[src/rtl/stack_machine_alu_macros.svh]
// ----------------------------------------------------------------------------
// stack machine alu assertion macros
// Concurrent assertion helpers clocked on clock and disabled in reset.
// ----------------------------------------------------------------------------
`ifndef STACK_MACHINE_ALU_MACROS_SVH
`define STACK_MACHINE_ALU_MACROS_SVH
`ifndef ASSERT_OFF
`define SMA_ASSERT_IMP(label, pre, post) \
   label: assert property (@(posedge clock) disable iff (reset) (pre) |-> (post)) \
      else $error("assertion failed");
`define SMA_ASSERT_NXT(label, pre, post) \
   label: assert property (@(posedge clock) disable iff (reset) (pre) |=> (post)) \
      else $error("assertion failed");
`else
`define SMA_ASSERT_IMP(label, pre, post)
`define SMA_ASSERT_NXT(label, pre, post)
`endif
`endif

[src/rtl/sma_pkg.sv]
// ----------------------------------------------------------------------------
// sma_pkg
// Opcodes, status and emit codes, and the shared unit request type.
// ----------------------------------------------------------------------------
package sma_pkg;
   localparam logic [3:0] OP_PUSH  = 4'd0;
   localparam logic [3:0] OP_POP   = 4'd1;
   localparam logic [3:0] OP_ROT   = 4'd2;
   localparam logic [3:0] OP_EMITN = 4'd3;
   localparam logic [3:0] OP_EMITC = 4'd4;
   localparam logic [3:0] OP_DUP   = 4'd5;
   localparam logic [3:0] OP_SWAP  = 4'd6;
   localparam logic [3:0] OP_SUB   = 4'd7;
   localparam logic [3:0] OP_ADD   = 4'd8;
   localparam logic [3:0] OP_MUL   = 4'd9;
   localparam logic [3:0] OP_DIV   = 4'd10;
   localparam logic [3:0] OP_REM   = 4'd11;
   localparam logic [3:0] OP_PEEK  = 4'd12;
   localparam logic [3:0] OP_SIZE  = 4'd13;
   localparam logic [3:0] OP_CLEAR = 4'd14;

   localparam logic [1:0] ST_OK    = 2'd0;
   localparam logic [1:0] ST_UNDER = 2'd1;
   localparam logic [1:0] ST_OVER  = 2'd2;
   localparam logic [1:0] ST_DIVZ  = 2'd3;

   localparam logic [1:0] KIND_NONE = 2'd0;
   localparam logic [1:0] KIND_NUM  = 2'd1;
   localparam logic [1:0] KIND_CHAR = 2'd2;

   typedef logic [2:0] alu_op_type;
   localparam alu_op_type ALU_SUB = 3'd0;
   localparam alu_op_type ALU_ADD = 3'd1;
   localparam alu_op_type ALU_MUL = 3'd2;
   localparam alu_op_type ALU_DIV = 3'd3;
   localparam alu_op_type ALU_REM = 3'd4;

   typedef struct packed {
      logic       start;
      alu_op_type op;
   } alu_req_type;
endpackage

[src/rtl/sma_alu.sv]
// ----------------------------------------------------------------------------
// sma_alu
// Shared adder stepped by a counter: one pass for add and sub, one bit per
// cycle for shift-add multiply and restoring divide.
// ----------------------------------------------------------------------------
module sma_alu #(
   parameter int WORD_WIDTH = 32
) (
   input  logic                    clock,
   input  logic                    reset,
   input  sma_pkg::alu_req_type    req,
   input  logic [WORD_WIDTH-1:0]   opa,
   input  logic [WORD_WIDTH-1:0]   opb,
   output logic                    done,
   output logic [WORD_WIDTH-1:0]   result
);
   import sma_pkg::*;

   localparam int CW = $clog2(WORD_WIDTH + 1);

   logic                  busy_ff, busy_in, done_ff, done_in;
   alu_op_type            op_ff, op_in;
   logic [CW-1:0]         step_ff, step_in;
   logic [WORD_WIDTH-1:0] acc_ff, acc_in, x_ff, x_in, y_ff, y_in;
   logic [WORD_WIDTH:0]   add_a, add_b, shifted;
   logic                  add_sub;
   logic [WORD_WIDTH+1:0] sum;

   assign shifted = {acc_ff, x_ff[WORD_WIDTH-1]};

   always_comb begin
      add_a   = {1'b0, x_ff};
      add_b   = {1'b0, y_ff};
      add_sub = 1'b0;
      case (op_ff)
         ALU_SUB: add_sub = 1'b1;
         ALU_MUL: begin
            add_a = {1'b0, acc_ff};
            add_b = {1'b0, x_ff};
         end
         ALU_DIV, ALU_REM: begin
            add_a   = shifted;
            add_sub = 1'b1;
         end
         default: ;
      endcase
      sum = {1'b0, add_a} + {1'b0, add_b ^ {(WORD_WIDTH + 1){add_sub}}}
            + (WORD_WIDTH + 2)'(add_sub);
   end

   always_comb begin
      busy_in = busy_ff;
      op_in   = op_ff;
      step_in = step_ff;
      acc_in  = acc_ff;
      x_in    = x_ff;
      y_in    = y_ff;
      done_in = 1'b0;
      if (req.start) begin
         busy_in = 1'b1;
         op_in   = req.op;
         acc_in  = '0;
         x_in    = opa;
         y_in    = opb;
         step_in = (req.op == ALU_ADD || req.op == ALU_SUB) ? CW'(1) : CW'(WORD_WIDTH);
      end else if (busy_ff) begin
         case (op_ff)
            ALU_MUL: begin
               if (y_ff[0]) acc_in = sum[WORD_WIDTH-1:0];
               x_in = {x_ff[WORD_WIDTH-2:0], 1'b0};
               y_in = {1'b0, y_ff[WORD_WIDTH-1:1]};
            end
            ALU_DIV, ALU_REM: begin
               // carry out means no borrow: the trial subtract is kept
               acc_in = sum[WORD_WIDTH+1] ? sum[WORD_WIDTH-1:0] : shifted[WORD_WIDTH-1:0];
               x_in   = {x_ff[WORD_WIDTH-2:0], sum[WORD_WIDTH+1]};
            end
            default: acc_in = sum[WORD_WIDTH-1:0];
         endcase
         step_in = step_ff - 1'b1;
         if (step_ff == CW'(1)) begin
            busy_in = 1'b0;
            done_in = 1'b1;
         end
      end
   end

   always_ff @(posedge clock) begin
      if (reset) begin
         busy_ff <= 1'b0;
         done_ff <= 1'b0;
      end else begin
         busy_ff <= busy_in;
         done_ff <= done_in;
      end
      op_ff   <= op_in;
      step_ff <= step_in;
      acc_ff  <= acc_in;
      x_ff    <= x_in;
      y_ff    <= y_in;
   end

   assign done   = done_ff;
   assign result = (op_ff == ALU_DIV) ? x_ff : acc_ff;
endmodule

[config.mk]
export PLATFORM = sky130hd
export DESIGN_NAME = sma_alu
export DESIGN_NICKNAME = d
export VERILOG_FILES = /design/src/rtl/stack_machine_alu_macros.svh /design/src/rtl/sma_pkg.sv /design/src/rtl/sma_alu.sv
export SDC_FILE = /design/constraint.sdc
export NUM_CORES = 1
export LEC_CHECK = 0
export ABC_AREA = 1
export ABC_CLOCK_PERIOD_IN_PS = 5100
export BUFFER_PORTS_ARGS = -buffer_cell sky130_fd_sc_hd__buf_2
export CAP_MARGIN = 0
export CORE_MARGIN = 4
export CORE_UTILIZATION = 50
export DETAILED_ROUTE_END_ITERATION = 8
export PLACE_DENSITY = 0.71
export SLEW_MARGIN = 20
export SYNTH_ARGS = -nofsm -noshare
export SYNTH_HDL_FRONTEND = slang
export SYNTH_SLANG_ARGS = --single-unit
[constraint.sdc]
create_clock -name clock -period 5.1 [get_ports clock]
set_clock_uncertainty 0.05 [all_clocks]
set_input_delay 0.51 -clock clock [delete_from_list [all_inputs] [get_ports clock]]
set_output_delay 0.51 -clock clock [all_outputs]
set_load 0.02 [all_outputs]
# Yosys cells after proc, flatten, opt, wreduce, memory -nomap -nowiden
# Index checks and enable logic that the tools add are counted.
[word_totals] in_bits=70 wordCells=50 out_inout_bits=33 ff_bits=107
[classes] bitwise_logic=2 add_sub_neg=3 n_eq_ne=6 mux=20 n_reduce_logical=12
[op_table] op="two-way mux 32 bit" n=9
[op_table] op="case mux 32 bit (2 select lines)" n=2
[op_table] op="case mux 33 bit (2 select lines)" n=1
[op_table] op="adder 33 x 33 -> 34 bit" n=1
[op_table] op="adder 34 x 1 -> 34 bit" n=1
[op_table] op="bitwise XOR 33 bit" n=1
[op_table] op="two-way mux 6 bit" n=3
[op_table] op="equality test 3 x 2 -> 1 bit, second input constant" n=2
[op_table] op="equality test 6 x 1 -> 1 bit, second input constant" n=1
[op_table] op="zero test 3 bit" n=2
[op_table] op="AND reduction 2 bit" n=3
[op_table] op="OR reduction 3 bit" n=2
[op_table] op="subtractor 6 x 1 -> 6 bit, second input constant" n=1
[op_table] op="two-way mux 1 bit" n=5
[op_table] op="nonzero test 2 bit" n=2
[op_table] op="equality test 3 x 1 -> 1 bit, second input constant" n=1
[op_table] op="equality test 3 bit, second input constant" n=1
[op_table] op="nonzero test 3 bit" n=1
[op_table] op="!= test 2 bit, second input constant" n=1
[op_table] op="OR reduction 2 bit" n=1
[op_table] op="logical OR 1 bit" n=1
[op_table] op="inverter 1 bit" n=1

# Longest topological paths before layout
[logic_depth] word_depth=9 ltp_mapped=23 ltp_nobuf=22

# Least setup slack after synthesis
# No wires, ideal clock.
[synth_timing] kind="register to register" from="register op_ff[2]" to="register y_ff[0], enable pin" arrival_ns=3.092 required_ns=4.584 path_stages_with_launch=5 path_slack_ns=1.493 path_cell_list="edfxtp_1 > inv_1 > nand3_2 > clkbuf_1 > o21ai_0"
[synth_between] elab_chain_len=3
[synth_lines] element="from (decl)" line_no="sma_alu.sv:22" source="alu_op_type op_ff, op_in;"
[synth_lines] element="from (signal assigned)" line_no="sma_alu.sv:96" source="op_ff <= op_in;"
[synth_lines] element="equality test 3 x 2 -> 1 bit" line_no="sma_alu.sv:67" source="case (op_ff)"
[synth_lines] element="nonzero test 2 bit (no line)"
[synth_lines] element="AND reduction 2 bit (no line)"
[synth_lines] element="to (signal assigned)" line_no="sma_alu.sv:100" source="y_ff <= y_in;"
[synth_lines] element="to (decl)" line_no="sma_alu.sv:24" source="logic [WORD_WIDTH-1:0] acc_ff, acc_in, x_ff, x_in, y_ff, y_in;"
# No other way between the ends.
# A chain may end at the register's enable or synchronous reset.

# Worst setup path in the final report
[layout_timing] from="register op_ff[1]" to="register acc_ff[22]"
[layout_between] elab_chain_len=8 word_cells_on_any_way=17 cone_classes="2 x add/sub; 4 x eq/ne; 6 x mux; 1 x bitwise; 4 x reduce/logical"
[layout_lines] element="equality test 3 x 2 -> 1 bit, or another cell as far along" line_no="sma_alu.sv:35, sma_alu.sv:67"
[layout_lines] element="OR reduction 3 bit (no line)"
[layout_lines] element="two-way mux 1 bit" line_no="sma_alu.sv:35" source="case (op_ff)"
[layout_lines] element="bitwise XOR 33 bit" line_no="sma_alu.sv:47" source="sum = {1'b0, add_a} + {1'b0, add_b ^ {(WORD_WIDTH + 1){add_sub}}}"
[layout_lines] element="adder 33 x 33 -> 34 bit" line_no="sma_alu.sv:47"
[layout_lines] element="adder 34 x 1 -> 34 bit" line_no="sma_alu.sv:48" source="+ (WORD_WIDTH + 2)'(add_sub);"
[layout_lines] element="two-way mux 32 bit, on equally long branches" line_no="sma_alu.sv:75, sma_alu.sv:69"
[layout_lines] element="case mux 32 bit (2 select lines)" line_no="sma_alu.sv:67"
[layout_lines] element="to (signal assigned)" line_no="sma_alu.sv:98" source="acc_ff <= acc_in;"
[layout_lines] element="to (decl)" line_no="sma_alu.sv:24"
# Parallel ways exist; a longest one is shown, timed or not. The select of a mux whose other input is x is not followed.

==> flow_summary.toml <==
[placed_design]
gp_congestion = 0.9868
port-buffer-count = 102
placed_cell_area_mm2 = 0.008561
dp.cells = 1374
dp_hpwl_mm = 17.97

[power_and_ir_drop]
p_int_uw = 1912
ir_worst_vdd_mv = 0.2736
powerDensity_mw_per_mm2 = 383.3
switching_share = 0.4400
p_seq_frac = 0.331
netSwitchingPower_uw = 1503
p_leak_uw = 0.004033
clkPwrFrac = 0.223
share_comb_of_total_power = 0.446

[floorplanning]
initial_core_util = 0.5153
core_mm2 = 0.01531
dieArea_mm2 = 0.01786
rows = 45
ios = 103
chipWidth_um = 133.6
die_y_um = 133.6

[worst_setup_path]
path_cells = "nor2_1, nand2_1, nand2_2, inv_1, o22ai_1, a21oi_1, fa_1, o21ai_1, a21boi_0, o21ai_0, a21oi_1, o21ai_0, xor2_1, nand2_1, a21oi_1"
crit_top_cell = "a21oi_1"
cp.required_ps = 5350
start_kind = "register"
path_buf_inv = 1
slowest_delay_ps = 670
cpMaxStageDelayCell = "nand2_2"
critical_path_class = "reg -> reg"
r2r_start = "op_ff[1]"
cp.arrival_ps = 4850
worstSetupStartpoint = "op_ff[1]"
ff2ff_setup_slack_ps = 500
path_delay_family = "compound AO/OA/AOI/OAI gates"
end_kind = "register"
path_max_fanout = 46

[routing]
post-route-drc-count = 0
wirelength_mm = 24.40
wl_met2_mm = 10.31
dr.pass1.iters = 5
topRoutingLayerUsed = "met4"
via_per_inst = 5.689
met1Wirelength_mm = 11.54
vias = 7913
wl_per_cell_um = 17.54
wl_met3_mm = 2.086
drtIter0Drc = 747
drtAntennaViolNets = 0

[cts]
clk_latency_ps = 370
post_cts_buffers = 0
ctsHtreeMaxLevel = 3
cts_buffers = 9
cts_hold_buf = 0
clkSlewWorstSetupHoldPaths_ps = 90
cts_tree = "built"
ctsResizeCount = 0
cts.sinks = 107
root_buffer = "clkbuf_16"
clock_path_buffers = 2

[synth]
async_reset_ff_frac = 0
ys.flop_type = "edfxtp_1"
synth.cell_area_mm2 = 0.007891
synth_area_per_cell_um2 = 7.141
yosys-top-cells-area = "edfxtp_1 (28%), nand2_1 (15%), o21ai_0 (11%), dfxtp_1 (8.6%), ha_1 (5.4%)"
synth_edf_count = 73
ys_seq_area_frac = 0.3640
synthCells = 1105
yosysTopAreaCell = "edfxtp_1"
synth_cell_types = 43
yosysTopAreaCellShare = 0.2778
ys_warn_count = 0
syn_nets = 1210
synth-seq-cells = 107

[layout]
fin_nets = 1280
instances_no_fill = 1391
synthToLayoutAreaGrowth_pct = 12.91
antenna_cells = 0
post_route_cells_drive_above_1_share = 0.1220
final_cell_area_mm2 = 0.008910

[sta]
maxSlewViolCount = 0
tns_ps = 0
clock.fmax_ghz = 0.2175
relSlewSlack = 0.3099
rsz0062_at_grt = "no"
min_period_ps = 4599
timing.final.crit_share = 0.9017
worst-slew-pin-transition_ps = 1034
finalSetupViolCount = 0
finalHoldViolations = 0

[global_route]
grt_pass1_vias = 7203
track_usage = 0.2665
grt_max_degree = 113
grt_pass1_wl_mm = 38.05
antenna_found_initial = 0
grt-ovfl-total = 0

[hold_path]
worstHoldStart = "req[0]"
holdCritPathClass = "in -> reg"

[outcome]
status = "finished clean"

[job]
maxCapViolCount = 0
cell usage in the layout, fill, tap and decap left out, drive strengths merged, types with 2 or more instances in the layout:
cell type,instances
a31oi,18
o211ai,2
nand4,6
buf,115
ha,34
a22oi,30
nand3,33
clkinv,3
nor3,8
nor2,70
xnor2,6
edfxtp,73
o21bai,2
a21boi,4
xor2,48
o21a,4
a21oi,77
or2,4
clkbuf,9
dfxtp,34
and3,2
o21ai,186
a211oi,3
inv,90
nand2,311
layer usage:
| layer | GRT usage | up-vias |
|---|---|---|
| li1 | - | 3901 |
| met1 | 0.4032 | 3646 |
| met2 | 0.3877 | 329 |
| met3 | 0.05287 | 37 |
| met4 | 0.07143 | 0 |
| met5 | 0 | - |
path summary, 6_finish.rpt:
kind                                   end  depth (start not counted)
worst max register to register  acc_ff[22]                         15
worst min register to register   acc_ff[1]                          2
worst min-delay path              op_ff[0]                          1
worst max-delay path            acc_ff[22]                         15
registers in the layout (all words and copies together) (netlist names):
name     count
acc_ff      32
busy_ff      1
done         1
op_ff        3
step_ff      6
x_ff        32
y_ff        32
synthesized netlist by cell type, types with 3 or more instances:
cell type and number:
ha_1 34, nor2_1 69, nand3_1 32, buf_1 7, inv_1 85, dfxtp_1 34
nand2_1 309, a21oi_1 77, a31oi_1 18, nand4_1 6, o21ai_0 177, clkbuf_1 44
a22oi_1 30, a211oi_1 3, a21boi_0 3, o21a_1 4, buf_2 3, o21ai_1 8
nor3_1 8, edfxtp_1 73, xor2_1 48, xnor2_1 6
power groups by stage:
stage	registers, uW	clock network [uW]	logic [uW]
after global routing	1140	803	1690
final	1130	760	1520
after global placement	1150	0	1480
after floorplan	1120	0	1080
after detailed placement	1150	0	1480
after CTS	1130	770	1490
stage by stage:
step	worst slack (ps)	power, uW	hold slack, ps	utilization
6_report	501.5	3415	271.3	0.5818
5_1_grt	154.3	3632	264.7	0.5818
4_1_cts	530.2	3388	256.7	0.5800
3_5_place_dp	563.4	2624	450.4	0.5590
3_3_place_gp	466.8	2629	447.1	0.5590
2_1_floorplan	1493	2196	392.3	-
worst reg2reg max path: cells and delay by family (launching register included):
family | cells | cell delay [ps]
AND/OR/NAND/NOR | 4 | 1000
flip-flops | 1 | 470
buffers and inverters | 1 | 460
XOR/XNOR | 1 | 190
adder cells (fa/ha/maj) | 1 | 510
AO/OA/AOI/OAI | 8 | 1860
final cells by class:
cell class	instances	area, um2
clock buffer	9	225.2
clock inverter	7	96.34
fill	1517	6405
inverter	86	322.8
multi-input combinational	856	4498
sequential	107	2873
tap	211	264.0
timing repair buffer	115	630.6
cell families (layout without fill, tap and decap cells):
group,Yosys count,in the layout,synth area share
and+or+nand+nor,436,436,0.2209
AOI/OAI and AO/OA,331,331,0.2293
buffers and inverters,142,217,0.06945
DFF,107,107,0.3640
xor gates and xnor gates,54,54,0.05993
adders and majority gates,35,35,0.05645
Power figures use the tool's default switching activity.
